[src/rtl/gauge_value_smoother_peak_hold_defines.svh]
// assertion helpers for the top-level rtl
`ifndef GAUGE_VALUE_SMOOTHER_PEAK_HOLD_DEFINES_SVH
`define GAUGE_VALUE_SMOOTHER_PEAK_HOLD_DEFINES_SVH

// same-cycle implication, idle under reset
`define GVS_ASSERT_NOW(lbl, clk, rst_n, ante, cons, msg) \
    lbl: assert property (@(posedge clk) disable iff (!rst_n) (ante) |-> (cons)) \
        else $error(msg);

// next-cycle implication, idle under reset
`define GVS_ASSERT_NEXT(lbl, clk, rst_n, ante, cons, msg) \
    lbl: assert property (@(posedge clk) disable iff (!rst_n) (ante) |=> (cons)) \
        else $error(msg);

`endif

[src/rtl/gvs_pkg.sv]
package gvs_pkg;

    localparam int VAL_W       = 24;
    localparam int TIME_W      = 32;
    localparam int FACTOR_W    = 17;
    localparam int RATE_W      = 23;
    localparam int HOLD_W      = 16;
    localparam int CFG_DATA_W  = 24;
    localparam int CFG_IDX_W   = 3;
    localparam int WHOLE_W     = 16;
    localparam int TENTHS_W    = 4;

    // gap magnitude and clamped step
    localparam int MAG_W       = VAL_W + 1;
    localparam int STEP_W      = MAG_W + 1;
    localparam int LIMIT_W     = MAG_W;
    localparam int SUM_W       = VAL_W + 3;
    localparam int SCALE_W     = MAG_W + FACTOR_W;
    localparam int FRAC_SHIFT  = 16;

    // rate limit: slew_rate * dt / 1000
    localparam int PROD_W      = RATE_W + TIME_W;
    localparam int DIV_LO      = 3;
    localparam int DIV_Y_W     = 32;
    localparam int DIV_MAGIC_W = 29;
    localparam int DIV_SHIFT   = 35;
    localparam int QPROD_W     = DIV_Y_W + DIV_MAGIC_W;
    localparam logic [DIV_MAGIC_W-1:0] DIV125_MAGIC = 29'h10624DD3;
    // beyond this product the limit can never bite
    localparam logic [PROD_W-1:0] RATE_SAT = PROD_W'(64'd1000 << LIMIT_W);

    localparam logic [TIME_W-1:0] FIRST_DT_MS = 32'd33;
    localparam logic [MAG_W-1:0]  SMALL_GAP   = 25'd13;
    localparam logic signed [VAL_W-1:0] VAL_MIN = 24'sh800000;
    localparam logic signed [VAL_W-1:0] VAL_MAX = 24'sh7FFFFF;

    localparam int Q_DEPTH = 8;
    localparam int Q_PTR_W = 3;
    localparam int Q_CNT_W = 4;

    typedef enum logic [CFG_IDX_W-1:0] {
        REG_SMOOTHING   = 3'd0,
        REG_SLEW_RATE   = 3'd1,
        REG_HOLD_TIME   = 3'd2,
        REG_PEAK_ENABLE = 3'd3,
        REG_ZONE_ONE    = 3'd4,
        REG_ZONE_TWO    = 3'd5
    } t_cfg_reg;

    typedef enum logic [1:0] {
        ZONE_LOW  = 2'd0,
        ZONE_MID  = 2'd1,
        ZONE_HIGH = 2'd2
    } t_zone;

    typedef struct packed {
        logic [FACTOR_W-1:0]     smoothing_factor;
        logic [RATE_W-1:0]       slew_rate;
        logic [HOLD_W-1:0]       hold_time_ms;
        logic                    peak_enable;
        logic signed [VAL_W-1:0] zone_one_limit;
        logic signed [VAL_W-1:0] zone_two_limit;
    } t_cfg;

    typedef struct packed {
        logic signed [VAL_W-1:0] target;
        logic [TIME_W-1:0]       now_ms;
        logic                    snap;
        logic [LIMIT_W-1:0]      limit;
    } t_item;

    typedef struct packed {
        logic empty;
        logic full;
    } t_q_status;

endpackage

[src/rtl/gvs_front.sv]
module gvs_front import gvs_pkg::*; (
    input  logic                    i_clk,
    input  logic                    i_rst_n,
    input  t_cfg                    i_cfg,
    input  logic                    i_valid,
    output logic                    o_stall,
    input  logic signed [VAL_W-1:0] i_target,
    input  logic [TIME_W-1:0]       i_now_ms,
    input  logic                    i_snap,
    input  logic                    i_pop,
    output logic                    o_push,
    output t_item                   o_item
);

    logic [Q_CNT_W-1:0]      r_credit, n_credit;
    logic                    w_accept;

    logic                    r_have_time;
    logic [TIME_W-1:0]       r_last_time;

    logic                    r_f1_valid;
    logic signed [VAL_W-1:0] r_f1_target;
    logic [TIME_W-1:0]       r_f1_now;
    logic                    r_f1_snap;
    logic [TIME_W-1:0]       r_f1_dt;

    logic                    r_f2_valid;
    logic signed [VAL_W-1:0] r_f2_target;
    logic [TIME_W-1:0]       r_f2_now;
    logic                    r_f2_snap;
    logic [PROD_W-1:0]       r_f2_prod;

    logic                    r_f3_valid;
    t_item                   r_f3_item;

    logic [TIME_W-1:0]       n_dt;
    logic [PROD_W-1:0]       n_prod;
    logic [QPROD_W-1:0]      n_qprod;
    logic [LIMIT_W-1:0]      n_limit;

    // one credit per transaction between input and the head of the queue
    assign o_stall  = (r_credit == Q_CNT_W'(Q_DEPTH));
    assign w_accept = i_valid && !o_stall;

    always_comb begin
        case ({w_accept, i_pop})
            2'b10:   n_credit = r_credit + 1'b1;
            2'b01:   n_credit = r_credit - 1'b1;
            default: n_credit = r_credit;
        endcase
    end

    assign n_dt   = r_have_time ? (i_now_ms - r_last_time) : FIRST_DT_MS;
    assign n_prod = PROD_W'(r_f1_dt) * PROD_W'(i_cfg.slew_rate);

    // divide by 8, then by 125 through the reciprocal
    assign n_qprod = QPROD_W'(r_f2_prod[DIV_LO +: DIV_Y_W]) * QPROD_W'(DIV125_MAGIC);

    always_comb begin
        if (r_f2_prod >= RATE_SAT) begin
            n_limit = '1;
        end else begin
            n_limit = n_qprod[DIV_SHIFT +: LIMIT_W];
        end
    end

    always_ff @(posedge i_clk) begin
        if (!i_rst_n) begin
            r_credit    <= '0;
            r_have_time <= 1'b0;
            r_last_time <= '0;
            r_f1_valid  <= 1'b0;
            r_f2_valid  <= 1'b0;
            r_f3_valid  <= 1'b0;
        end else begin
            r_credit   <= n_credit;
            r_f1_valid <= w_accept;
            r_f2_valid <= r_f1_valid;
            r_f3_valid <= r_f2_valid;
            if (w_accept) begin
                r_have_time <= 1'b1;
                r_last_time <= i_now_ms;
            end
        end
    end

    always_ff @(posedge i_clk) begin
        if (w_accept) begin
            r_f1_target <= i_target;
            r_f1_now    <= i_now_ms;
            r_f1_snap   <= i_snap;
            r_f1_dt     <= n_dt;
        end
        r_f2_target <= r_f1_target;
        r_f2_now    <= r_f1_now;
        r_f2_snap   <= r_f1_snap;
        r_f2_prod   <= n_prod;
        r_f3_item.target <= r_f2_target;
        r_f3_item.now_ms <= r_f2_now;
        r_f3_item.snap   <= r_f2_snap;
        r_f3_item.limit  <= n_limit;
    end

    assign o_push = r_f3_valid;
    assign o_item = r_f3_item;

endmodule

[config.mk]
export PLATFORM = sky130hd
export DESIGN_NAME = gvs_front
export DESIGN_NICKNAME = d
export VERILOG_FILES = /design/src/rtl/gauge_value_smoother_peak_hold_defines.svh /design/src/rtl/gvs_pkg.sv /design/src/rtl/gvs_front.sv
export SDC_FILE = /design/constraint.sdc
export NUM_CORES = 2
export LEC_CHECK = 0
export BUFFER_PORTS_ARGS = -buffer_cell sky130_fd_sc_hd__buf_4
export CAP_MARGIN = 25
export CORE_UTILIZATION = 40
export CTS_CLUSTER_DIAMETER = 30
export DETAILED_ROUTE_END_ITERATION = 16
export PLACE_DENSITY = 0.59
export SYNTH_ARGS = -nofsm -noshare
export SYNTH_HDL_FRONTEND = slang
export SYNTH_SLANG_ARGS = --single-unit
[constraint.sdc]
create_clock -name i_clk -period 8.6 [get_ports i_clk]
set_clock_uncertainty 0.1 [all_clocks]
set_input_delay 0.86 -clock i_clk [delete_from_list [all_inputs] [get_ports i_clk]]
set_output_delay 0.86 -clock i_clk [all_outputs]
set_load 0.02 [all_outputs]
==> Word-level counts from Yosys, hierarchy flattened <==
Index checks and enable logic that the tools add are counted.
{ "op_classes": {"addsub": 3, "multipliers": 2, "magnitude_cmp": 1, "n_eq_ne": 3, "n_mux": 1, "reduce_logical": 3} }
{ "ops": {"columns": ["cell", "count"], "rows": [
  ["$mul 32x29->60 const B", 1],
  ["$ge 55x35->1 const B", 1],
  ["$mul 32x23->55", 1],
  ["$sub 32x32->32", 1],
  ["$pmux 4 s2", 1],
  ["$add 4x1->4 const B", 1],
  ["$eq 4x4->1 const B", 1],
  ["$sub 4x1->4 const B", 1],
  ["$eq 2x1->1 const B", 1],
  ["$eq 2x2->1 const B", 1],
  ["$reduce_bool 2->1", 1],
  ["$logic_and 1x1->1", 1],
  ["$logic_not 1->1", 1]
]} }
{ "totals": {"reg_bits": 323, "in_bits": 166, "elab_cells": 31} }

==> Longest topological paths before layout <==
{ "depth": {"ltp_word": 5, "ltp_mapped": 27, "depth_no_buf": 27} }

==> Worst setup path after synthesis <==
Ideal clock, no wire load.
{ "synth_timing": {"kind": "input -> register", "startpoint": "input port i_cfg[73] (netlist bit)", "endpoint": "register r_f2_prod[41]", "setup_ns": 0.072, "arrival_ns": 6.923, "t_required_ns": 8.428, "slack_ns": 1.505, "path_stages": 24, "path_cell_list": "clkbuf_1 nand2_1 fa_1 fa_1 inv_1 fa_1 inv_1 fa_1 inv_1 fa_1 fa_1 inv_1 fa_1 inv_1 ha_1 a21oi_1 nor2b_1 a211o_1 a21oi_1 o211ai_2 a311oi_4 o31ai_2 a221oi_2 xnor2_1"} }
{ "synth_between": {"elab_chain_cells": 1} }
{ "synth_lines": {"columns": ["element", "line", "text"], "rows": [
  ["from (decl)", "gvs_front.sv:4", "input t_cfg i_cfg,"],
  ["$mul 32x23->55", "gvs_front.sv:54", "assign n_prod = PROD_W'(r_f1_dt) * PROD_W'(i_cfg.slew_rate);"],
  ["net n_prod[41]", "gvs_front.sv:37", "logic [PROD_W-1:0] n_prod;"],
  ["to (signal assigned)", "gvs_front.sv:97", "r_f2_prod <= n_prod;"],
  ["to (decl)", "gvs_front.sv:31", "logic [PROD_W-1:0] r_f2_prod;"]
]} }
The timed path passes the listed nets, and every way through them passes these cells.
A chain may end at the register's enable or synchronous reset.

==> Worst setup path after layout <==
{ "layout_timing": {"startpoint": "register r_f1_dt[13]", "endpoint": "register r_f2_prod[54]"} }
{ "layout_between": {"elab_chain_cells": 1} }
{ "layout_lines": {"columns": ["element", "line", "text"], "rows": [
  ["from (decl)", "gvs_front.sv:25", "logic [TIME_W-1:0] r_f1_dt;"],
  ["from (signal assigned)", "gvs_front.sv:92", "r_f1_dt <= n_dt;"],
  ["$mul 32x23->55", "gvs_front.sv:54", null],
  ["net n_prod[54]", "gvs_front.sv:37", null]
]} }
The timed path passes the listed nets, and every way through them passes these cells.

==> flow_metrics.env <==
export IMPL_io_buffer_count=167
export IMPL_max_freq_ghz=0.124
export IMPL_grt_start_max_net_pins=86
export IMPL_setup_tns_ns=0
export IMPL_postCtsSetupBuffers=0
export IMPL_dr_pass1_iters=5
export IMPL_cts_hold_buf=0
export IMPL_setup_violations=0
export IMPL_status="completed"
export IMPL_cp_num_cells=20
export IMPL_synth_top_cell_area_share_pct=38.0
export IMPL_core_mm2=0.120
export IMPL_synth_top_cell_by_area="fa_1"
export IMPL_grt_overflow_total=0
export IMPL_synth_cells=5038
export IMPL_cpMaxStageDelayCell="edfxtp_1"
export IMPL_drt_initial_drc_count=1882
export IMPL_antenna_found_initial=4
export IMPL_pre_cts_slack_ns=0.389
export IMPL_final_net_count=6864
export IMPL_ctsResizeCount=0
export IMPL_post_route_period_util_pct=93.9
export IMPL_hold_violations=0
export IMPL_fp_row_count=127
export IMPL_syn_to_final_growth_pct=10.4
export IMPL_crit_buf_inv=3
export IMPL_rsz0062_at_grt="no"
export IMPL_crit_top_cell="fa_1"
export IMPL_synthFlopType="dfxtp_1"
export IMPL_dp_hpwl_um=101000
export IMPL_cp_start_kind="flip-flop"
export IMPL_synth_xor_area_share_pct=1.76
export IMPL_synth_edf_count=89
export IMPL_ys_warn_count=0
export IMPL_maxSlewViolCount=0
export IMPL_synthAdderAreaFrac_pct=53.8
export IMPL_cp_arrival_ns=8.46
export IMPL_netlist_area_mm2=0.0488
export IMPL_holdPathStages=0
export IMPL_antenna_left=0
export IMPL_synthSimpleGateAreaFrac_pct=11.8
export IMPL_synth_commonest_cells="inv_1, fa_1, ha_1"
export IMPL_drc=0
export IMPL_grt_pass1_vias=35900
export IMPL_critPathMaxFanout=16
export IMPL_grtUsageTotal_pct=21.2
export IMPL_critPathRequiredTime_ns=8.99
export IMPL_num_vias=33800
export IMPL_tightestPinTransition_ns=1.16
export IMPL_finalNonFillerCells=6812
export IMPL_wl_per_cell_um=18.7
export IMPL_cap_violations=0
export IMPL_cts_sinks=323
export IMPL_yosysSeqAreaShare_pct=15.1
export IMPL_synth_compound_area_share_pct=6.43
export IMPL_h_tree_depth=2
export IMPL_finalWirelength_um=127000
export IMPL_critPathTopFamily="adder cells"
export IMPL_cp_end_kind="flip-flop"
export IMPL_avgSynthCellArea_um2=9.68
export IMPL_critPathCapture="r_f2_prod[54]"
export IMPL_fin_crit_ns=8.07
export IMPL_placed_cells=6712
export IMPL_r2r_cells=20
export IMPL_ys_seq_elements=323
export IMPL_clockBufferDepth=3
export IMPL_synth_most_common_cell="inv_1"
export IMPL_die_y_um=351
export IMPL_die_area_mm2=0.123
export IMPL_boundaryPins=250
export IMPL_regToRegStartpoint="r_f1_dt[13]"
export IMPL_worst_setup_hold_path_clk_slew_ns=0.06
export IMPL_cts_root_buffer="clkbuf_16"
export IMPL_rrSetupSlack_ns=0.53
export IMPL_insertion_delay_ns=0.63
export IMPL_cp_cell_sequence="nand2_1 -> fa_1 -> fa_1 -> inv_1 -> fa_1 -> fa_1 -> fa_1 -> fa_1 -> inv_1 -> fa_1 -> inv_1 -> ha_1 -> nand2_1 -> nor2_1 -> nand4_1 -> a311oi_1 -> o21ai_1 -> o311ai_0 -> a21oi_1 -> xnor2_1"
export IMPL_syn_num_nets=6747
export IMPL_worstSetupPathType="flip-flop to flip-flop"
export IMPL_max_stage_delay_ns=1.12
export IMPL_async_reset_ff_share_pct=0
export IMPL_synthTopCellsByArea="fa_1, ha_1, inv_1, dfxtp_1, edfxtp_1"
export IMPL_finalWeightedCongestion=0.911
export IMPL_cts_buffers=52
export IMPL_crit_start="r_f1_dt[13]"
export IMPL_hold_class="flip-flop to flip-flop"
export IMPL_max_slew_margin_rel_pct=22.8
export IMPL_setup_ws_ns=0.528
export IMPL_synthMuxAreaShare_pct=0.0615
export IMPL_start_util_pct=40.5
export IMPL_rr_endpoint="r_f2_prod[54]"
export IMPL_die_width_um=351
export IMPL_synth_top_family_by_area="adder cells"
export IMPL_avgViaCountPerCell=4.96
export IMPL_cts_tree="done"
export IMPL_grt_pass1_wl_um=201000
export IMPL_drive_gt1_share_pct=6.87
export IMPL_ys_types=73
placed cells by master (no fill, tap or decap), drive strengths merged, types with 29 or more instances in the layout:
master,count
a21boi,34
a21o,74
a21oi,140
and2,372
and3,29
buf,244
clkbuf,61
dfxtp,234
edfxtp,89
fa,927
ha,616
inv,1265
nand2,568
nand4,30
nor2,42
o21ai,77
xnor2,61
xor2,37
how the worst min path moves through the flow:
stage,startpoint,endpoint,slack (ns)
4_1_cts,r_f2_target[18],o_item[76],0.22
5_1_grt,r_f2_now[5],o_item[31],0.23
6_report,r_f2_target[11],o_item[69],0.22
2_1_floorplan,r_f2_snap,o_item[25],0.21
3_3_place_gp,r_f2_target[10],o_item[68],0.21
3_5_place_dp,r_f2_now[11],o_item[37],0.21
kinds of logic (layout without fill, tap and decap cells):
kind of cell               Yosys count  in the layout
and+or+nand+nor                   1164           1164
AOI/OAI and AO/OA                  469            469
adders and majority gates         1543           1543
DFF                                323            323
buffers and inverters             1438           1599
xor gates and xnor gates            98             98
muxes                                3              3
other                                0              1
metrics by stage:
step,hold WS (ns),area [µm²],utilization [%]
after floorplan,0.210,48800,-
after global placement,0.210,52000,43.1
after detailed placement,0.212,52000,43.2
after CTS,0.223,53900,44.7
after global routing,0.225,53900,44.7
final,0.222,53900,44.7
layer usage:
| layer | share of wire [%] | GRT usage, % | up-vias |
|---|---|---|---|
| met3 | 6.9 | 4.24 | 208 |
| met4 | 2.7 | 5.79 | 6 |
| met5 | 0.030 | 0 | - |
| met2 | 48 | 35.7 | 1014 |
| met1 | 43 | 27.5 | 17000 |
| li1 | - | - | 15500 |
area by class of cell:
| type | count | area, µm² |
|---|---|---|
| clock inverter | 37 | 480 |
| timing repair buffer | 244 | 1880 |
| inverter | 1257 | 4720 |
| sequential | 323 | 7360 |
| antenna | 1 | 2.50 |
| tap | 1612 | 2020 |
| multi-input combinational | 3277 | 36000 |
| clock buffer | 61 | 1390 |
| fill | 11700 | 66600 |
sequential cells by signal (all words and copies together), names as in the netlist:
signal and cells:
r_have_time 1, r_f2_target 24, r_f2_prod 55, o_push 1
o_item 82, r_f2_now 32, r_f1_valid 1, r_f1_dt 32
r_f1_now 32, r_last_time 32, r_f1_snap 1, r_f2_valid 1
r_credit 4, r_f1_target 24, r_f2_snap 1
Power is left out: the tool's default activity adds up to more than one toggle a clock period on the data nets, which glitch-free logic cannot reach.
