### src/rtl/gauge_value_smoother_peak_hold_defines.svh
// assertion helpers for the top-level rtl
`ifndef GAUGE_VALUE_SMOOTHER_PEAK_HOLD_DEFINES_SVH
`define GAUGE_VALUE_SMOOTHER_PEAK_HOLD_DEFINES_SVH

// same-cycle implication, idle under reset
`define GVS_ASSERT_NOW(lbl, clk, rst_n, ante, cons, msg) \
    lbl: assert property (@(posedge clk) disable iff (!rst_n) (ante) |-> (cons)) \
        else $error(msg);

// next-cycle implication, idle under reset
`define GVS_ASSERT_NEXT(lbl, clk, rst_n, ante, cons, msg) \
    lbl: assert property (@(posedge clk) disable iff (!rst_n) (ante) |=> (cons)) \
        else $error(msg);

`endif

### src/rtl/gvs_pkg.sv
package gvs_pkg;

    localparam int VAL_W       = 24;
    localparam int TIME_W      = 32;
    localparam int FACTOR_W    = 17;
    localparam int RATE_W      = 23;
    localparam int HOLD_W      = 16;
    localparam int CFG_DATA_W  = 24;
    localparam int CFG_IDX_W   = 3;
    localparam int WHOLE_W     = 16;
    localparam int TENTHS_W    = 4;

    // gap magnitude and clamped step
    localparam int MAG_W       = VAL_W + 1;
    localparam int STEP_W      = MAG_W + 1;
    localparam int LIMIT_W     = MAG_W;
    localparam int SUM_W       = VAL_W + 3;
    localparam int SCALE_W     = MAG_W + FACTOR_W;
    localparam int FRAC_SHIFT  = 16;

    // rate limit: slew_rate * dt / 1000
    localparam int PROD_W      = RATE_W + TIME_W;
    localparam int DIV_LO      = 3;
    localparam int DIV_Y_W     = 32;
    localparam int DIV_MAGIC_W = 29;
    localparam int DIV_SHIFT   = 35;
    localparam int QPROD_W     = DIV_Y_W + DIV_MAGIC_W;
    localparam logic [DIV_MAGIC_W-1:0] DIV125_MAGIC = 29'h10624DD3;
    // beyond this product the limit can never bite
    localparam logic [PROD_W-1:0] RATE_SAT = PROD_W'(64'd1000 << LIMIT_W);

    localparam logic [TIME_W-1:0] FIRST_DT_MS = 32'd33;
    localparam logic [MAG_W-1:0]  SMALL_GAP   = 25'd13;
    localparam logic signed [VAL_W-1:0] VAL_MIN = 24'sh800000;
    localparam logic signed [VAL_W-1:0] VAL_MAX = 24'sh7FFFFF;

    localparam int Q_DEPTH = 8;
    localparam int Q_PTR_W = 3;
    localparam int Q_CNT_W = 4;

    typedef enum logic [CFG_IDX_W-1:0] {
        REG_SMOOTHING   = 3'd0,
        REG_SLEW_RATE   = 3'd1,
        REG_HOLD_TIME   = 3'd2,
        REG_PEAK_ENABLE = 3'd3,
        REG_ZONE_ONE    = 3'd4,
        REG_ZONE_TWO    = 3'd5
    } t_cfg_reg;

    typedef enum logic [1:0] {
        ZONE_LOW  = 2'd0,
        ZONE_MID  = 2'd1,
        ZONE_HIGH = 2'd2
    } t_zone;

    typedef struct packed {
        logic [FACTOR_W-1:0]     smoothing_factor;
        logic [RATE_W-1:0]       slew_rate;
        logic [HOLD_W-1:0]       hold_time_ms;
        logic                    peak_enable;
        logic signed [VAL_W-1:0] zone_one_limit;
        logic signed [VAL_W-1:0] zone_two_limit;
    } t_cfg;

    typedef struct packed {
        logic signed [VAL_W-1:0] target;
        logic [TIME_W-1:0]       now_ms;
        logic                    snap;
        logic [LIMIT_W-1:0]      limit;
    } t_item;

    typedef struct packed {
        logic empty;
        logic full;
    } t_q_status;

endpackage

### src/rtl/gvs_queue.sv
module gvs_queue import gvs_pkg::*; (
    input  logic      i_clk,
    input  logic      i_rst_n,
    input  logic      i_push,
    input  t_item     i_item,
    input  logic      i_pop,
    output t_item     o_head,
    output t_q_status o_status
);

    t_item              r_mem [Q_DEPTH];
    logic [Q_PTR_W-1:0] r_wr_ptr;
    logic [Q_PTR_W-1:0] r_rd_ptr;
    logic [Q_CNT_W-1:0] r_count;

    always_ff @(posedge i_clk) begin
        if (!i_rst_n) begin
            r_wr_ptr <= '0;
            r_rd_ptr <= '0;
            r_count  <= '0;
        end else begin
            if (i_push) begin
                r_wr_ptr <= r_wr_ptr + 1'b1;
            end
            if (i_pop) begin
                r_rd_ptr <= r_rd_ptr + 1'b1;
            end
            case ({i_push, i_pop})
                2'b10:   r_count <= r_count + 1'b1;
                2'b01:   r_count <= r_count - 1'b1;
                default: r_count <= r_count;
            endcase
        end
    end

    always_ff @(posedge i_clk) begin
        if (i_push) begin
            r_mem[r_wr_ptr] <= i_item;
        end
    end

    assign o_head         = r_mem[r_rd_ptr];
    assign o_status.empty = (r_count == '0);
    assign o_status.full  = (r_count == Q_CNT_W'(Q_DEPTH));

endmodule

### config.mk
export PLATFORM = sky130hd
export DESIGN_NAME = gvs_queue
export DESIGN_NICKNAME = d
export VERILOG_FILES = /design/src/rtl/gauge_value_smoother_peak_hold_defines.svh /design/src/rtl/gvs_pkg.sv /design/src/rtl/gvs_queue.sv
export SDC_FILE = /design/constraint.sdc
export NUM_CORES = 1
export LEC_CHECK = 0
export ABC_AREA = 1
export ABC_CLOCK_PERIOD_IN_PS = 4500
export CAP_MARGIN = 20
export CORE_MARGIN = 2
export CORE_UTILIZATION = 57
export DETAILED_ROUTE_END_ITERATION = 10
export DONT_BUFFER_PORTS = 1
export PLACE_DENSITY = 0.84
export SYNTH_ARGS = -nofsm -noshare
export SYNTH_HDL_FRONTEND = slang
export SYNTH_SLANG_ARGS = --single-unit
### constraint.sdc
create_clock -name i_clk -period 4.5 [get_ports i_clk]
set_input_delay 0.225 -clock i_clk [delete_from_list [all_inputs] [get_ports i_clk]]
set_output_delay 0.225 -clock i_clk [all_outputs]
set_load 0.05 [all_outputs]
Word level (Yosys, flattened, before mapping)

Memories as Yosys holds them, arrays and structs flattened. A register that Yosys moved wholly into a read port is not among the register bits.
Cells that the tools add are included.

Flip-flop bits (word level): 10
RAM bits: 656
Output and inout port bits: 84
Memories: 1

Memory list:

| memory | words | width | read ports | clocked after Yosys merged registers in | write ports | RTL line        | source |
|---|---|---|---|---|---|---|---|
| r_mem  | 8     | 82    | 1          | 1                                       | 1           | gvs_queue.sv:11 | `t_item r_mem [Q_DEPTH];` |

Add/subtract/negate cells: 4
Eq/ne operators: 3
Mux-type cells: 5
Reduce and logical (&&, ||, !) cells: 2

Operators by type and width:

| operator                                                              | count |
|---|---|
| 4-bit one-hot mux with 2 select lines                                 | 1 |
| 3-bit by 1-bit adder with 3-bit output, second input constant         | 2 |
| 3-bit 2-to-1 mux                                                      | 2 |
| 4-bit by 1-bit adder with 4-bit output, second input constant         | 1 |
| 4-bit equality test, second input constant                            | 1 |
| 4-bit logical NOT                                                     | 1 |
| 4-bit by 1-bit subtractor with 4-bit output, second input constant    | 1 |
| 2-bit by 1-bit equality test with 1-bit output, second input constant | 1 |
| 2-bit equality test, second input constant                            | 1 |
| 1-bit 2-to-1 mux                                                      | 2 |
| 2-bit nonzero test                                                    | 1 |

Logic depth before layout (Yosys ltp)

Gate-level depths: netlist of the first run.

Depth after elaboration: 3
Depth in mapped cells: 11

Least setup slack after synthesis of the first run

Ideal clock, no wire load.

Path type: register to register
Start: register r_wr_ptr[0]
End: memory r_mem[0][0] (netlist name) (enable)
Setup time: 0.523 ns
Arrival time: 4.078 ns
Required time: 3.977 ns
Path slack: -0.101 ns
Stages on the path, launching flop included: 3
Buffers on the path: 0
Clock period less this slack: 4.601 ns
Cells stage by stage: dfxtp_1 or2_2 nor2_1

RTL lines:

| what                   | RTL line        | source |
|---|---|---|
| start, declared        | gvs_queue.sv:12 | `logic [Q_PTR_W-1:0] r_wr_ptr;` |
| start signal, assigned | gvs_queue.sv:23 | `r_wr_ptr <= r_wr_ptr + 1'b1;` |
| end, declared          | gvs_queue.sv:11 |  |

Straight into the memory's write port.

==> results of run 1 <==
[worst paths after layout]
path,slack (ns),endpoint,start,depth (start not counted)
worst max register to register,2.05,r_mem[2][37]$_DFFE_PP_,r_wr_ptr[0]$_SDFFE_PN0P_,3
worst max-delay path,0.92,o_head[75],register,5
worst min register to register,0.51,r_count[1]$_SDFFE_PN0P_,r_count[1]$_SDFFE_PN0P_,2
worst min-delay path,0.05,r_count[0]$_SDFFE_PN0P_,i_pop,2
[metal layers]
| layer | GRT usage [%] | routed length (microns) |
|---|---|---|
| met5 | 0 | 27 |
| met4 | 7.73 | 1150 |
| met3 | 5.41 | 4920 |
| met2 | 39.7 | 28800 |
| met1 | 31.9 | 23000 |
[per-stage QoR]
step	setup TNS, ns	hold WS, ns	total power [mW]	instances
2_1_floorplan	-33.06	0.324	8.34	1929
3_3_place_gp	0	0.324	8.53	2443
3_5_place_dp	0	0.324	8.58	2444
4_1_cts	0	0.0122	14.3	2651
5_1_grt	0	0.0803	14.6	2654
6_report	0	0.0471	14.2	2655
[cells by family (layout without fill, tap and decap cells)]
logic type                 after synthesis  after routing  synth area share [%]
AOI/OAI and AO/OA                      427            427                  8.59
xor gates and xnor gates                 3              3                 0.101
adders and majority gates                5              5                 0.240
buffers and inverters                  133            255                  2.51
DFF                                    669            669                  76.6
muxes                                   82             82                  3.15
other                                    0              4                     0
and+or+nand+nor                        610            610                  8.82
[area by class of cell]
class                      instances  area share (%)
antenna                            4          0.0336
clock buffer                      88            6.42
clock inverter                    33            1.13
inverter                          17           0.235
multi-input combinational       1127            18.5
sequential                       669            67.0
tap                              600            2.52
timing repair buffer             117            4.13
[power by group]
part           total (mW)  switching (mW)  internal, mW
clock network        5.63            2.23          3.40
logic                1.53            1.19         0.340
registers            7.06          0.0719          6.99
[flip-flops by register name, indices dropped and copies added (netlist names), named ones only]
signal	cells
r_wr_ptr	3
r_rd_ptr	3
r_mem	656
r_count	4
[critical path: cells and delay by family (launching register included)]
kind / cells / cell delay [ns]
DFF: 1 / 0.87
AOI/OAI and AO/OA: 2 / 0.49
buffers and inverters: 1 / 0.76
and+or+nand+nor: 2 / 0.53
[what timing repair did]
item	CTS	global route
resized for setup	0	0
endpoints found under the hold margin	669	0
setup endpoints to repair	0	0
hold buffers	86	0
[placed cells by master, fill, tap and decap left out, types with 15 or more instances in the layout]
cell type      synthesis  layout
buf_4                  2      20
clkbuf_16              0      73
dlygate4sd3_1          0      86
edfxtp_1             656     656
inv_1                 15      15
mux2i_1               82      82
nand2_1              262     262
nor2_1               341     333
o21ai_0              274     274
o21ai_1               61      61
o22ai_1               82      82
==> impl_results.md, run 1 <==
- Mapped Area: 26,100 sq um
- Clk slew on worst S/H paths: 0.06 ns
- Synth top area cells: edfxtp_1 76%, o21ai_0 5.3%, nor2_1 4.9%, nand2_1 3.8%, mux2i_1 3.1%
- Worst Path Required: between 4 and 5 ns
- Layout cell share with drive strength beyond 1: 6.83%
- Clk Latency, worst-skew pair: about 0.59 ns
- Hold violation total from the final report: 0
- Grt total ovfl: 0
- Top_reg_cell synth: edfxtp_1
- Clock Tree Root: clkbuf_16
- Unrepaired setup endpoints after global routing: no
- YS warnings: 0
- Vias in the first global route: around 16,000
- Clock skew: 0.0221 ns
- DP Wirelength: between 20,000 and 30,000 microns
- Maximum vdd ir drop: between 0.3 and 0.4 mV
- Drt via density: 5.97
- Multi-input gate area: 5510 sq um
- Worst slew pin tran: 1.08 ns
- Synth-to-Final Area Change: 14.3%
- Clock buffer depth: 3
- Max Cap Viol: 0
- Filler cell count: approximately 3,000
- Die H: 218 microns
- Max stage delay on crit path: 0.87 ns
- Fin area: 29,800 sq um
- Power per cell area: between 400 and 500 nW/um^2
- Min Tclk post-route: 3.58 ns
- EDFF count, synth: 656
- Crit. End Element: output port
- Register bit total from synthesis: 669
- Number of remaining DRC errors: 0
- DRT Pass-1 Iters: 5
- Rows: just under 80
- Top-count cell post-synth: edfxtp_1
- Final Setup Violations: 0
- Routed WL: 57,900 microns
- Synth area leader: edfxtp_1
- Leakage power: 10.0 nW
- GPL Wtd Cong: 0.762
- Top cells by count, synth: 656 x edfxtp_1, 341 x nor2_1, 274 x o21ai_0
- Sequential area share after synthesis: 76.6%
- Critical Path Fanout Max: 195
- Outcome: complete, no violations
- CTS Sinks: 669
- Port Buffers: 0
- Antenna violations before repair: 5
- Final core utilization: 65.8%
- Post-place setup slack: around 1.6 ns
- Max-slew violations: 0
- Max_slew headroom: 28.0%
- Inserted Clock Buffers: 67
- Yosys top cell area share: roughly 76%
- Highest clock rate: 279 MHz
- CORE AREA: about 45,000 sq um
- Worst setup SP type: register
- Fin nets: 2,090
- Total area of sequential cells: 20,000 sq um
- Period Utilization, post-route: roughly four fifths
- Htree depth: 3
- Min-delay worst type: in2reg
- Gr usage total: 24.0%
- Ys async rst share: 0%
- CP arrival: 3.36 ns
- First-pass GRT wire length: 87,100 microns
- Vias: about 16,000
- Starting Density: 57.6%
- Iter 0 DRT Violations: 1,781
- Routed Antenna Nets: 0
- Mapped Nets: 2,020
- Die X: 218 microns
- I/O pin cnt: 170
- DIE AREA: ~47,000 sq um
- Final worst-path setup slack: around 0.92 ns
- CTS tree: built
- Post-CTS Setup Repair Bufs: 0
- Crit path top cell by count: nand2_1
- Post-DR wirelength/cell: 21.8 microns
- DP Area: 26,700 sq um
- Post-Synthesis Cells: 1,929
- Cells along the critical path: buf_12, o21ai_0, o22ai_1, nand2_1, nand2_1
- CP Class: reg2out
- Largest net degree at the start of global routing: just under 200
- Syn_area_per_cell: about 14 sq um
- Worst path slowest cell: dfxtp_4
- Post-synth cell types: 22
(Power assumes the default switching activity.)
==> run 2, diff against run 1 <==
--- a/config.mk
+++ b/config.mk
@@ -6,13 +6,13 @@
 export NUM_CORES = 1
 export LEC_CHECK = 0
 export ABC_AREA = 1
-export ABC_CLOCK_PERIOD_IN_PS = 4500
+export ABC_CLOCK_PERIOD_IN_PS = 3600
 export CAP_MARGIN = 20
 export CORE_MARGIN = 2
-export CORE_UTILIZATION = 57
+export CORE_UTILIZATION = 60
 export DETAILED_ROUTE_END_ITERATION = 10
 export DONT_BUFFER_PORTS = 1
-export PLACE_DENSITY = 0.84
+export PLACE_DENSITY = 0.85
 export SYNTH_ARGS = -nofsm -noshare
 export SYNTH_HDL_FRONTEND = slang
 export SYNTH_SLANG_ARGS = --single-unit
==> constraint.sdc (replaced) <==
create_clock -name i_clk -period 3.6 [get_ports i_clk]
set_input_delay 0.18 -clock i_clk [delete_from_list [all_inputs] [get_ports i_clk]]
set_output_delay 0.18 -clock i_clk [all_outputs]
set_load 0.05 [all_outputs]
==> run 2 against run 1 <==
Net effect: cell area fell by 0.37%; worst hold slack better by 0.20 ns; first-iteration DRC count grew 6.5%; wire length fell by 0.88%; global-route usage increased by 1.4 points; setup slack lost 0.47 ns; sequential share of layout area grew 0.25 points.
==> impl_results.md, run 2 (synthesized netlist as in run 1, its figures left out) <==
- Outcome: complete, no violations
- DP Wirelength: 29,500 microns (+1.5%)
- Crit. End Element: output port
- Most frequent cells in the layout: 656 x edfxtp_1, 333 x nor2_1, 274 x o21ai_0
- Max-slew violations: 0 (unchanged)
- Synth-to-Final Area Change: 13.9%
- Max stage delay on crit path: 0.54 ns (-0.33 ns)
- CP arrival: 2.98 ns (-0.38 ns)
- Setup TNS: 0 ns (unchanged)
- Grt total ovfl: 0 (unchanged)
- CTS tree: built
- CTS Sinks: 669 (unchanged)
- CORE AREA: 43,000 sq um (-5.1%)
- Vias: 15,800 (-0.013%)
- Total area of sequential cells: 20,000 sq um (unchanged)
- Die H: 212 microns (-2.5%)
- Vias in the first global route: 15,500 (-1.5%)
- Top flop regs: r_mem: 656 flops, r_count: 4 flops
- Cells along the critical path: buf_12, nor2_1, nor2_1, o21ai_0, o21ai_0, nand2_1, nand2_1
- Starting Density: 60.6% (+3.1 points)
- GPL Wtd Cong: 0.770 (+1.1%)
- Worst slew pin tran: 1.07 ns (-0.00577 ns)
- Max FFs per register: 656 (unchanged)
- Largest net degree at the start of global routing: 169 (-14%)
- Clock buffer depth: 3 (unchanged)
- Top delay family on crit path: simple AND/OR/NAND/NOR gates
- DP Area: 26,800 sq um (+0.46%)
- Antenna violations before repair: 9 (+4)
- Worst setup SP type: register
- Clock skew: 0.0165 ns (-0.00563 ns)
- Clk Latency, worst-skew pair: 0.59 ns (about the same)
- Fin area: 29,700 sq um (-0.37%)
- Fin nets: 2,093 (+0.14%)
- Post-DR wirelength/cell: 21.8 microns (-0.20%)
- Leakage power: 9.98 nW (-0.49%)
- CP Class: reg2out
- I/O pin cnt: 170 (unchanged)
- Max_slew headroom: 28.2% (+0.21 points)
- DRT Pass-1 Iters: 5 (unchanged)
- Multi-input gate area: 5510 sq um (unchanged)
- Period Utilization, post-route: 87.6%
- Buf/Inv on CP: 1 (unchanged)
- Routed Antenna Nets: 0 (unchanged)
- Layout cell share with drive strength beyond 1: 6.89% (+0.066 points)
- Drt via density: 6.01 (+0.67%)
- Routed WL: 57,400 microns (-0.88%)
- Gr usage total: 25.4% (+1.4 points)
- Hold WS: 0.251 ns (+0.204 ns)
- DIE AREA: 45,100 sq um (-4.9%)
- Number of remaining DRC errors: 0 (unchanged)
- First-pass GRT wire length: 86,900 microns (-0.23%)
- Clock Tree Root: clkbuf_16
- Unrepaired setup endpoints after global routing: no
- Max Cap Viol: 0 (unchanged)
- Clk slew on worst S/H paths: 0.06 ns (about the same)
- Post-place setup slack: 1.19 ns (-0.395 ns)
- Iter 0 DRT Violations: 1,896 (+6.5%)
- Hold violation total from the final report: 0 (unchanged)
- CTS Hold Bufs: 86 (unchanged)
- Post-CTS Setup Repair Bufs: 0 (unchanged)
- Critical Path Fanout Max: 168 (-14%)
- Post-cts resize count: 0 (unchanged)
- Biggest register: r_mem
- Die X: 212 microns (-2.5%)
- Min-delay worst type: in2reg
- Total chip power: 17.2 mW (+21%)
- Htree depth: 3 (unchanged)
- Filler cell count: 2,755 (-8.1%)
- Inserted Clock Buffers: 66 (-1.5%)
- Power per cell area: 581 nW/um^2 (+22%)
- Worst Path Required: 3.42 ns (-0.86 ns)
- Highest clock rate: 317 MHz
- Final worst-path setup slack: 0.445 ns (-0.471 ns)
- Final Setup Violations: 0 (unchanged)
- Port Buffers: 0 (unchanged)
- Commonest non-fill, non-tap cell in the layout: edfxtp_1
- Worst path slowest cell: dfxtp_4
- Rows: 76 (-2.6%)
- Maximum vdd ir drop: 0.412 mV (+37%)
- Min Tclk post-route: 3.16 ns
==> run 2: cell count changes in the layout (fill, tap and decap cells not counted), sizes merged <==
cell / before / now
buf: 31 / 35
inv: 17 / 18
bufinv: 7 / 1
clkinv: 24 / 19
clkbuf: 88 / 89
diode: 4 / 6
==> run 2: final timing paths <==
check,from,end,slack [ns],cells past startpoint
min reg2reg,r_count[0]$_SDFFE_PN0P_,r_count[0]$_SDFFE_PN0P_,0.52,2
max,register,o_head[32],0.44,7
min,i_pop,r_count[2]$_SDFFE_PN0P_,0.25,6
max reg2reg,r_wr_ptr[0]$_SDFFE_PN0P_,r_mem[3][15]$_DFFE_PP_,1.33,3
==> run 2: layout make-up <==
cell class | count | area share [%]
inverter | 17 | 0.236
tap | 585 | 2.47
timing repair buffer | 121 | 4.63
multi-input combinational | 1127 | 18.6
sequential | 669 | 67.3
clock buffer | 89 | 6.28
clock inverter | 23 | 0.497
antenna | 6 | 0.0506
==> run 2: layer usage <==
metal	track usage (%)	up-vias	share of wire [%]
li1	-	7173	-
met1	34.2	7821	40
met2	41.1	736	49
met3	6.14	99	9.4
met4	8.63	8	2.0
met5	0	-	0.085
==> run 2: per-stage QoR <==
stage          cells  util [%]
2_1_floorplan   1929         -
3_3_place_gp    2433      62.3
3_5_place_dp    2433      62.3
4_1_cts         2631      69.0
5_1_grt         2635      69.0
6_report        2637      69.1
==> run 2: report_power, final <==
part | leakage, nW | switching (mW) | internal [mW]
Combinational | 2.92 | 1.51 | 0.453
Sequential | 6.07 | 0.0772 | 8.74
Clock | 0.993 | 2.75 | 3.70
==> run 2: worst register-to-register path, delay by kind of cell, from the launching register on <==
kind	cells	cell delay, ns
AND/OR/NAND/NOR	2	1.16
buffers and inverters	1	0.41
flip-flops	1	0.37
