==> src/rtl/gauge_value_smoother_peak_hold_defines.svh <==
// assertion helpers for the top-level rtl
`ifndef GAUGE_VALUE_SMOOTHER_PEAK_HOLD_DEFINES_SVH
`define GAUGE_VALUE_SMOOTHER_PEAK_HOLD_DEFINES_SVH

// same-cycle implication, idle under reset
`define GVS_ASSERT_NOW(lbl, clk, rst_n, ante, cons, msg) \
    lbl: assert property (@(posedge clk) disable iff (!rst_n) (ante) |-> (cons)) \
        else $error(msg);

// next-cycle implication, idle under reset
`define GVS_ASSERT_NEXT(lbl, clk, rst_n, ante, cons, msg) \
    lbl: assert property (@(posedge clk) disable iff (!rst_n) (ante) |=> (cons)) \
        else $error(msg);

`endif

==> src/rtl/gvs_pkg.sv <==
package gvs_pkg;

    localparam int VAL_W       = 24;
    localparam int TIME_W      = 32;
    localparam int FACTOR_W    = 17;
    localparam int RATE_W      = 23;
    localparam int HOLD_W      = 16;
    localparam int CFG_DATA_W  = 24;
    localparam int CFG_IDX_W   = 3;
    localparam int WHOLE_W     = 16;
    localparam int TENTHS_W    = 4;

    // gap magnitude and clamped step
    localparam int MAG_W       = VAL_W + 1;
    localparam int STEP_W      = MAG_W + 1;
    localparam int LIMIT_W     = MAG_W;
    localparam int SUM_W       = VAL_W + 3;
    localparam int SCALE_W     = MAG_W + FACTOR_W;
    localparam int FRAC_SHIFT  = 16;

    // rate limit: slew_rate * dt / 1000
    localparam int PROD_W      = RATE_W + TIME_W;
    localparam int DIV_LO      = 3;
    localparam int DIV_Y_W     = 32;
    localparam int DIV_MAGIC_W = 29;
    localparam int DIV_SHIFT   = 35;
    localparam int QPROD_W     = DIV_Y_W + DIV_MAGIC_W;
    localparam logic [DIV_MAGIC_W-1:0] DIV125_MAGIC = 29'h10624DD3;
    // beyond this product the limit can never bite
    localparam logic [PROD_W-1:0] RATE_SAT = PROD_W'(64'd1000 << LIMIT_W);

    localparam logic [TIME_W-1:0] FIRST_DT_MS = 32'd33;
    localparam logic [MAG_W-1:0]  SMALL_GAP   = 25'd13;
    localparam logic signed [VAL_W-1:0] VAL_MIN = 24'sh800000;
    localparam logic signed [VAL_W-1:0] VAL_MAX = 24'sh7FFFFF;

    localparam int Q_DEPTH = 8;
    localparam int Q_PTR_W = 3;
    localparam int Q_CNT_W = 4;

    typedef enum logic [CFG_IDX_W-1:0] {
        REG_SMOOTHING   = 3'd0,
        REG_SLEW_RATE   = 3'd1,
        REG_HOLD_TIME   = 3'd2,
        REG_PEAK_ENABLE = 3'd3,
        REG_ZONE_ONE    = 3'd4,
        REG_ZONE_TWO    = 3'd5
    } t_cfg_reg;

    typedef enum logic [1:0] {
        ZONE_LOW  = 2'd0,
        ZONE_MID  = 2'd1,
        ZONE_HIGH = 2'd2
    } t_zone;

    typedef struct packed {
        logic [FACTOR_W-1:0]     smoothing_factor;
        logic [RATE_W-1:0]       slew_rate;
        logic [HOLD_W-1:0]       hold_time_ms;
        logic                    peak_enable;
        logic signed [VAL_W-1:0] zone_one_limit;
        logic signed [VAL_W-1:0] zone_two_limit;
    } t_cfg;

    typedef struct packed {
        logic signed [VAL_W-1:0] target;
        logic [TIME_W-1:0]       now_ms;
        logic                    snap;
        logic [LIMIT_W-1:0]      limit;
    } t_item;

    typedef struct packed {
        logic empty;
        logic full;
    } t_q_status;

endpackage

==> src/rtl/gvs_back.sv <==
module gvs_back import gvs_pkg::*; (
    input  logic                      i_clk,
    input  logic                      i_rst_n,
    input  t_cfg                      i_cfg,
    input  t_q_status                 i_q_status,
    input  t_item                     i_head,
    output logic                      o_pop,
    output logic                      o_valid,
    input  logic                      i_stall,
    output logic signed [VAL_W-1:0]   o_shown_value,
    output logic [1:0]                o_zone,
    output logic signed [VAL_W-1:0]   o_peak_high,
    output logic signed [VAL_W-1:0]   o_peak_low,
    output logic signed [WHOLE_W-1:0] o_whole_part,
    output logic [TENTHS_W-1:0]       o_tenths_digit
);

    logic signed [VAL_W-1:0] r_displayed;
    logic signed [VAL_W-1:0] r_held_high;
    logic signed [VAL_W-1:0] r_held_low;
    logic [TIME_W-1:0]       r_high_time;
    logic                    r_state_valid;

    logic                      r_out_valid;
    logic signed [VAL_W-1:0]   r_out_shown;
    t_zone                     r_out_zone;
    logic signed [VAL_W-1:0]   r_out_high;
    logic signed [VAL_W-1:0]   r_out_low;
    logic signed [WHOLE_W-1:0] r_out_whole;
    logic [TENTHS_W-1:0]       r_out_tenths;

    logic                    w_out_ready;
    logic                    w_advance;

    logic signed [VAL_W-1:0] n_start;
    logic signed [MAG_W-1:0] n_gap;
    logic [MAG_W-1:0]        n_mag;
    logic [SCALE_W-1:0]      n_scaled;
    logic [STEP_W-1:0]       n_step;
    logic [STEP_W-1:0]       n_limit;
    logic [STEP_W-1:0]       n_step_clamped;
    logic signed [SUM_W-1:0] n_sum;
    logic signed [VAL_W-1:0] n_displayed;

    logic signed [VAL_W-1:0] n_held_high;
    logic signed [VAL_W-1:0] n_held_low;
    logic [TIME_W-1:0]       n_high_time;
    logic [TIME_W-1:0]       n_since_high;

    t_zone                     n_zone;
    logic [VAL_W-1:0]          n_abs;
    logic [WHOLE_W-1:0]        n_whole_mag;
    logic signed [WHOLE_W-1:0] n_whole;
    logic [11:0]               n_tenths_prod;

    // the state registers double as the first back stage
    assign w_out_ready = !r_out_valid || !i_stall;
    assign w_advance   = r_state_valid && w_out_ready;
    assign o_pop       = !i_q_status.empty && (!r_state_valid || w_out_ready);

    // smoothing step, the combinational recurrence of the block on r_displayed
    always_comb begin
        n_start        = i_head.snap ? i_head.target : r_displayed;
        n_gap          = MAG_W'(i_head.target) - MAG_W'(n_start);
        n_mag          = n_gap[MAG_W-1] ? MAG_W'(-n_gap) : MAG_W'(n_gap);
        n_scaled       = SCALE_W'(n_mag) * SCALE_W'(i_cfg.smoothing_factor);
        n_step         = n_scaled[FRAC_SHIFT +: STEP_W];
        n_limit        = STEP_W'(i_head.limit);
        n_step_clamped = (n_step > n_limit) ? n_limit : n_step;
        if (n_gap[MAG_W-1]) begin
            n_sum = SUM_W'(n_start) - $signed(SUM_W'(n_step_clamped));
        end else begin
            n_sum = SUM_W'(n_start) + $signed(SUM_W'(n_step_clamped));
        end
        if (n_mag < SMALL_GAP) begin
            n_displayed = i_head.target;
        end else if (n_sum > SUM_W'(VAL_MAX)) begin
            n_displayed = VAL_MAX;
        end else if (n_sum < SUM_W'(VAL_MIN)) begin
            n_displayed = VAL_MIN;
        end else begin
            n_displayed = n_sum[VAL_W-1:0];
        end
    end

    always_comb begin
        n_held_high = r_held_high;
        n_held_low  = r_held_low;
        n_high_time = r_high_time;
        if (i_head.target > r_held_high) begin
            n_held_high = i_head.target;
            n_high_time = i_head.now_ms;
        end
        if (i_head.target < r_held_low) begin
            n_held_low = i_head.target;
        end
        n_since_high = i_head.now_ms - n_high_time;
        if (n_since_high > TIME_W'(i_cfg.hold_time_ms)) begin
            n_held_high = i_head.target;
            n_held_low  = i_head.target;
        end
    end

    // presentation of the settled value
    always_comb begin
        if (r_displayed < i_cfg.zone_one_limit) begin
            n_zone = ZONE_LOW;
        end else if (r_displayed < i_cfg.zone_two_limit) begin
            n_zone = ZONE_MID;
        end else begin
            n_zone = ZONE_HIGH;
        end
        n_abs         = r_displayed[VAL_W-1] ? VAL_W'(-r_displayed) : VAL_W'(r_displayed);
        n_whole_mag   = n_abs[VAL_W-1:8];
        n_whole       = r_displayed[VAL_W-1] ? $signed(-n_whole_mag) : $signed(n_whole_mag);
        n_tenths_prod = 12'(n_abs[7:0]) * 12'd10;
    end

    always_ff @(posedge i_clk) begin
        if (!i_rst_n) begin
            r_displayed   <= '0;
            r_held_high   <= VAL_MIN;
            r_held_low    <= VAL_MAX;
            r_high_time   <= '0;
            r_state_valid <= 1'b0;
            r_out_valid   <= 1'b0;
        end else begin
            if (o_pop) begin
                r_displayed <= n_displayed;
                if (i_cfg.peak_enable) begin
                    r_held_high <= n_held_high;
                    r_held_low  <= n_held_low;
                    r_high_time <= n_high_time;
                end
                r_state_valid <= 1'b1;
            end else if (w_advance) begin
                r_state_valid <= 1'b0;
            end
            if (w_advance) begin
                r_out_valid <= 1'b1;
            end else if (!i_stall) begin
                r_out_valid <= 1'b0;
            end
        end
    end

    always_ff @(posedge i_clk) begin
        if (w_advance) begin
            r_out_shown  <= r_displayed;
            r_out_zone   <= n_zone;
            r_out_high   <= r_held_high;
            r_out_low    <= r_held_low;
            r_out_whole  <= n_whole;
            r_out_tenths <= n_tenths_prod[11:8];
        end
    end

    assign o_valid        = r_out_valid;
    assign o_shown_value  = r_out_shown;
    assign o_zone         = r_out_zone;
    assign o_peak_high    = r_out_high;
    assign o_peak_low     = r_out_low;
    assign o_whole_part   = r_out_whole;
    assign o_tenths_digit = r_out_tenths;

endmodule

==> config.mk <==
export PLATFORM = sky130hd
export DESIGN_NAME = gvs_back
export DESIGN_NICKNAME = d
export VERILOG_FILES = /design/src/rtl/gauge_value_smoother_peak_hold_defines.svh /design/src/rtl/gvs_pkg.sv /design/src/rtl/gvs_back.sv
export SDC_FILE = /design/constraint.sdc
export NUM_CORES = 2
export LEC_CHECK = 0
export BUFFER_PORTS_ARGS = -buffer_cell sky130_fd_sc_hd__buf_2
export CORE_AREA = 2 2 242 244
export CTS_BUF_LIST = sky130_fd_sc_hd__clkbuf_4
export DETAILED_ROUTE_END_ITERATION = 8
export DIE_AREA = 0 0 244 246
export HOLD_SLACK_MARGIN = 0.1
export PLACE_DENSITY = 0.72
export RECOVER_POWER = 50
export SYNTH_ARGS = -nofsm -noshare
export SYNTH_HDL_FRONTEND = slang
export SYNTH_SLANG_ARGS = --single-unit
==> constraint.sdc <==
create_clock -name i_clk -period 22.3 [get_ports i_clk]
set_input_delay 2.23 -clock i_clk [delete_from_list [all_inputs] [get_ports i_clk]]
set_output_delay 2.23 -clock i_clk [all_outputs]
set_load 0.01 [all_outputs]
### After elaboration in Yosys (flattened, before gate mapping)

Index checks and enable logic that the tools add are counted.

* register bits after elaboration: 200
* input bits: 192
* output and inout bits: 96
* logic and storage cells: 64

* add/sub/neg operators: 7
* multiply operators: 2
* order comparisons: 9
* equal/unequal tests: 1
* mux-type cells: 19
* reduce and logical (&&, ||, !) cells: 14

Operator list (count)
* 24-bit 2-to-1 mux: 9
* 24-bit < comparator: 3
* 25-bit by 17-bit multiplier with 42-bit output: 1
* 32-bit by 16-bit greater-than comparator with 1-bit output: 1
* 32-bit 2-to-1 mux: 1
* 32-bit subtractor: 1
* 24-bit by 27-bit adder with 27-bit output: 1
* 27-bit by 24-bit greater-than comparator with 1-bit output (second input constant): 1
* 27-bit by 24-bit < comparator with 1-bit output (second input constant): 1
* 27-bit 2-to-1 mux: 1
* 24-bit by 27-bit subtractor with 27-bit output: 1
* 26-bit by 25-bit greater-than comparator with 1-bit output: 1
* 26-bit 2-to-1 mux: 1
* 25-bit by 4-bit < comparator with 1-bit output (second input constant): 1
* 25-bit 2-to-1 mux: 1
* 25-bit negator: 1
* 24-bit by 24-bit subtractor with 25-bit output: 1
* 24-bit greater-than comparator: 1
* 24-bit negator: 1
* 16-bit 2-to-1 mux: 1
* 16-bit negator: 1
* 8-bit by 3-bit multiplier with 11-bit output (second input constant): 1
* 3-bit AND reduction: 2
* 2-bit nonzero test: 3
* other kinds (7): 15

### Logic depth before layout (Yosys ltp)

* depth in word-level cells: 13
* gate-level depth with buffers: 70
* gate-level depth less buffers: 62

### Least setup slack after synthesis

No wires, ideal clock.

* path type: input to register
* start point: in i_head[25] (netlist name)
* end point: reg r_displayed[2]
* library setup time: 0.079 ns
* data arrival time: 17.870 ns
* required time: 22.221 ns
* setup slack: 4.351 ns
* stages: 60
* buffers on the path: 12
* path through: clkbuf_1 > clkbuf_1 > mux2i_1 > ha_1 > or3_4 > nand4_1 > a21o_1 > a2111oi_1 > o31ai_1 > clkbuf_1 > clkbuf_1 > buf_1 > nand2_1 > xnor2_1 > clkbuf_1 > nand2_1 > fa_1 > inv_1 > [... 24 more ...] > clkbuf_1 > clkbuf_1 > mux2_2 > ha_1 > nor2b_1 > o31a_1 > o211ai_1 > o22ai_1 > a2111oi_0 > nor3_1 > o21a_1 > a211o_1 > nor4b_1 > a41oi_1 > and4_1 > clkbuf_1 > o2111ai_1 > o211ai_1

* cells in the longest elaborated chain, start to end: 13
* elaborated cells between the ends (all ways): 16
* those cells by class: add/sub: 4; mul: 1; order compare: 4; mux: 7

Ends and longest elaborated chain
* from (decl): RTL line gvs_back.sv:6 `input t_item i_head,`
* 24-bit 2-to-1 mux *: RTL line gvs_back.sv:63 `n_start = i_head.snap ? i_head.target : r_displayed;`
* 24-bit by 24-bit subtractor with 25-bit output: RTL line gvs_back.sv:64 `n_gap = MAG_W'(i_head.target) - MAG_W'(n_start);`
* 25-bit negator: RTL line gvs_back.sv:65 `n_mag = n_gap[MAG_W-1] ? MAG_W'(-n_gap) : MAG_W'(n_gap);`
* 25-bit 2-to-1 mux: RTL line gvs_back.sv:65
* 25-bit by 17-bit multiplier with 42-bit output: RTL line gvs_back.sv:66 `n_scaled = SCALE_W'(n_mag) * SCALE_W'(i_cfg.smoothing_factor);`
* 26-bit by 25-bit greater-than comparator with 1-bit output: RTL line gvs_back.sv:69 `n_step_clamped = (n_step > n_limit) ? n_limit : n_step;`
* 26-bit 2-to-1 mux: RTL line gvs_back.sv:69
* 24-bit by 27-bit adder with 27-bit output or 24-bit by 27-bit subtractor with 27-bit output (tied branches): RTL line gvs_back.sv:73, gvs_back.sv:71
* 27-bit 2-to-1 mux: RTL line gvs_back.sv:70 `if (n_gap[MAG_W-1]) begin`
* 27-bit by 24-bit < comparator with 1-bit output: RTL line gvs_back.sv:79 `end else if (n_sum < SUM_W'(VAL_MIN)) begin`
* 24-bit 2-to-1 mux: RTL line gvs_back.sv:79
* 24-bit 2-to-1 mux: RTL line gvs_back.sv:77 `end else if (n_sum > SUM_W'(VAL_MAX)) begin`
* 24-bit 2-to-1 mux *: RTL line gvs_back.sv:75 `if (n_mag < SMALL_GAP) begin`
* to (signal assigned): RTL line gvs_back.sv:129 `r_displayed <= n_displayed;`
* to (decl): RTL line gvs_back.sv:18 `logic signed [VAL_W-1:0] r_displayed;`

Every way passes the cells marked *; elsewhere a longest branch is shown, timed or not.
A chain may end at the register's enable or synchronous reset.

### Final worst setup path

Ends and elaborated chain as after synthesis.

==> results.py <==
metrics = {
    "floorplan": {
        "initial_core_util": 0.5557,
        "rows": 88,
        "fp.dieW_microns": 244,
        "chipHeight_microns": 246,
        "ios": 288,
        "core_area_sq_mm": 0.05737,
        "die-area_sq_mm": 0.06002,
    },
    "timing": {
        "setup_violations": 0,
        "fin_worst_skew_ns": 0.05529,
        "final.period_utilization": 0.8788,
        "slew_headroom": -1.161,
        "clock.fmax_mhz": 51.03,
        "drv_slew": 257,
        "fin_crit_ns": 19.60,
        "rsz0062_at_grt": "false",
        "setup-tns-final_ns": 0,
        "worstMarginPinSlew_ns": 3.241,
        "fin_ws_ns": 2.703,
        "hold_viol": 0,
    },
    "worst_setup_path": {
        "reg2reg_from": "r_displayed[0]",
        "rr_worst_depth": 57,
        "startpoint_type": "input port",
        "endpoint_kind": "register",
        "crit_family": "compound AO/OA/AOI/OAI gates",
        "worstSetupPathType": "input port to register",
        "arrival_ns": 20.19,
        "r2r-end": "r_displayed[2]",
        "cpPeakStageDelay_ns": 0.97,
        "crit_buf_inv": 6,
        "reg2reg_setup_slack_ns": 4.13,
        "path_max_fanout": 57,
        "required_ns": 22.90,
        "cpMostUsedCell": "fa_1",
        "slowest_stage": "a2111oi_1",
    },
    "global_routing": {
        "first_global_vias": 25550,
        "grt_start_max_net_pins": 75,
        "grt_util_all_layers": 0.2792,
        "grt_antenna_before_repair": 16,
        "overflow": 0,
        "grt_pass1_wl_microns": 135200,
    },
    "final_layout": {
        "nNetsFinal": 4828,
        "multi_input_area_sq_mm": 0.02420,
        "seq_area_sq_mm": 0.004945,
        "filler_cell_count": 5244,
        "syn_to_final_growth_pct": 7.437,
        "utilization": 0.5971,
        "drive_gt1_frac": 0.08910,
    },
    "cts": {
        "cts_buffer_depth": 2,
        "cts_tree": "done",
        "htree_levels": 4,
        "numCtsBuffers": 17,
        "cts_root_buf": "clkbuf_4",
        "clock_latency_ns": 0.69,
        "clock_sinks": 200,
        "cts_setup_buffers": 0,
        "cts_hold_buf": 0,
        "cts.clk_slew.worst_paths_ns": 0.24,
        "post_cts_resized": 0,
    },
    "placement": {
        "post-place-ws_ns": 2.341,
        "place_hpwl_microns": 66580,
        "place_congestion": 0.9234,
        "io_buffers": 263,
    },
    "detailed_routing": {
        "ant_nets": 0,
        "wl_per_cell_microns": 17.66,
        "drt_iter0_drc": 1903,
        "vias": 27140,
        "wirelength_microns": 83640,
        "drc_errors": 0,
        "viasPerCell": 5.732,
        "firstDrtPassIters": 5,
    },
    "synth": {
        "syn-num-nets": 4664,
        "seq_area_frac_synth": 0.1551,
        "yosysTopAreaCell": "fa_1",
        "async_flop_share": 0,
        "synth_top_cells_by_area": "fa_1, ha_1, edfxtp_1, inv_1, dfxtp_1",
        "yosysWarningCount": 0,
        "synth.distinct_cells": 96,
        "synth_edf_count": 94,
        "synth_cells": 3785,
        "synth_top_area_share": 0.2166,
        "synth_flop_cell": "dfxtp_1",
        "synth-seq-cells": 200,
        "avgSynthCellArea_sq_um": 8.423,
        "synth_area_sq_mm": 0.03188,
    },
    "min_path": {
        "min_path_type": "register to register",
        "hold_end": "o_peak_low[14]",
        "hold_depth": 0,
        "hold_path.startpoint": "r_held_low[14]",
    },
    "outcome": {
        "violations": "max-capacitance violations, max-slew violations",
        "status": "finished, violations left",
    },
    "flow_run": {
        "drv_cap": 5,
    },
}
==> how the worst max path moves through the flow <==
stage                     from              to  slack, ns  cells after the start
floorplan           i_head[25]  r_displayed[2]       4.35                     60
finish              i_head[25]  r_displayed[2]       2.70                     57
CTS                 i_head[25]  r_displayed[2]       3.06                     57
global placement    i_head[25]  r_displayed[9]       2.47                     57
detailed placement  i_head[25]  r_displayed[9]       2.34                     57
global route        i_head[25]  r_displayed[9]       1.64                     57
==> cell usage after synthesis, types with 8 or more instances <==
cell type	n
inv_1	583
nand2_1	464
fa_1	345
ha_1	342
and2_1	188
nor2_1	165
a21oi_1	155
o21ai_0	151
clkbuf_1	139
dfxtp_1	106
mux2i_1	96
edfxtp_1	94
a21o_1	85
xnor2_1	80
nand3_1	72
nor3_1	71
xor2_1	69
o211ai_1	57
nor2b_1	46
a211oi_1	45
nand4_1	42
nand2b_1	36
o21a_1	36
a31oi_1	25
and3_1	21
o31ai_1	17
nor4_1	15
or3_1	15
a2111oi_0	12
o2111ai_1	11
buf_1	10
o31a_1	9
or4_1	9
buf_2	8
==> flip-flops by register name (all words and copies together) (netlist names) <==
signal,cells
o_valid,1
o_shown_value,24
o_peak_low,24
r_held_low,24
r_held_high,24
r_state_valid,1
o_peak_high,24
r_high_time,32
r_displayed,24
o_tenths_digit,4
o_whole_part,16
o_zone,2
==> layout make-up <==
cell class | count | area share
antenna | 8 | 0.0005845
clock buffer | 17 | 0.003726
clock inverter | 15 | 0.006941
inverter | 583 | 0.06389
multi-input combinational | 2844 | 0.7066
sequential | 200 | 0.1444
tap | 765 | 0.02795
timing repair buffer | 303 | 0.04595
==> cells in the final DEF (no fill, tap or decap), drive strengths merged, types with 8 or more instances in the layout <==
master   count
o31a         9
clkbuf      41
xor2        69
nor4        16
fa         345
mux2i       96
a2111oi     16
buf        279
o2111ai     11
nand2b      36
nand4       42
nor2       166
or3         16
o31ai       18
inv        593
diode        8
and2       189
or4         10
o211ai      57
ha         342
o21ai      158
dfxtp      106
a21o        85
a211oi      46
nor3        71
nand3       73
a31oi       25
and3        22
o21a        37
edfxtp      94
nor2b       47
a21oi      155
xnor2       80
nand2      464
==> cells by family after synthesis <==
kind of cell    after synthesis  share of synthesized area
mux                         102                    0.03226
flops                       200                     0.1551
buf+inv                     741                    0.08779
compound gates              708                     0.1478
simple gates               1198                     0.1852
fa+ha+maj                   687                     0.3509
xor+xnor                    149                    0.04093
==> worst reg2reg max path: cells and delay by family, from the launching register on <==
| family | cells | cell delay, ns |
|---|---|---|
| AOI/OAI and AO/OA | 21 | 7.04 |
| adders and majority gates | 11 | 4.71 |
| and+or+nand+nor | 15 | 3.17 |
| xor gates and xnor gates | 4 | 1.65 |
| buffers and inverters | 6 | 1.02 |
| DFF | 1 | 0.51 |
==> per-stage QoR <==
| step | std cells | hold slack [ns] | cell area [sq um] |
|---|---|---|---|
| detailed placement | 4695 | 0.4426 | 33910 |
| floorplan | 3785 | 0.4298 | 31880 |
| CTS | 4727 | 0.4661 | 34270 |
| finish | 4735 | 0.4638 | 34250 |
| global placement | 4695 | 0.4386 | 33910 |
| global route | 4732 | 0.4768 | 34240 |
==> routing by layer <==
metal / global-route usage / part of all wire / up-vias
met3: 0.03725 / 0.063 / 106
li1: - / - / 13050
met5: 0 / 0.0011 / -
met1: 0.3895 / 0.45 / 13160
met4: 0.05775 / 0.018 / 16
met2: 0.4650 / 0.47 / 810
Power is left out: the tool's default activity adds up to more than one toggle a clock period on the data nets, which glitch-free logic cannot reach.
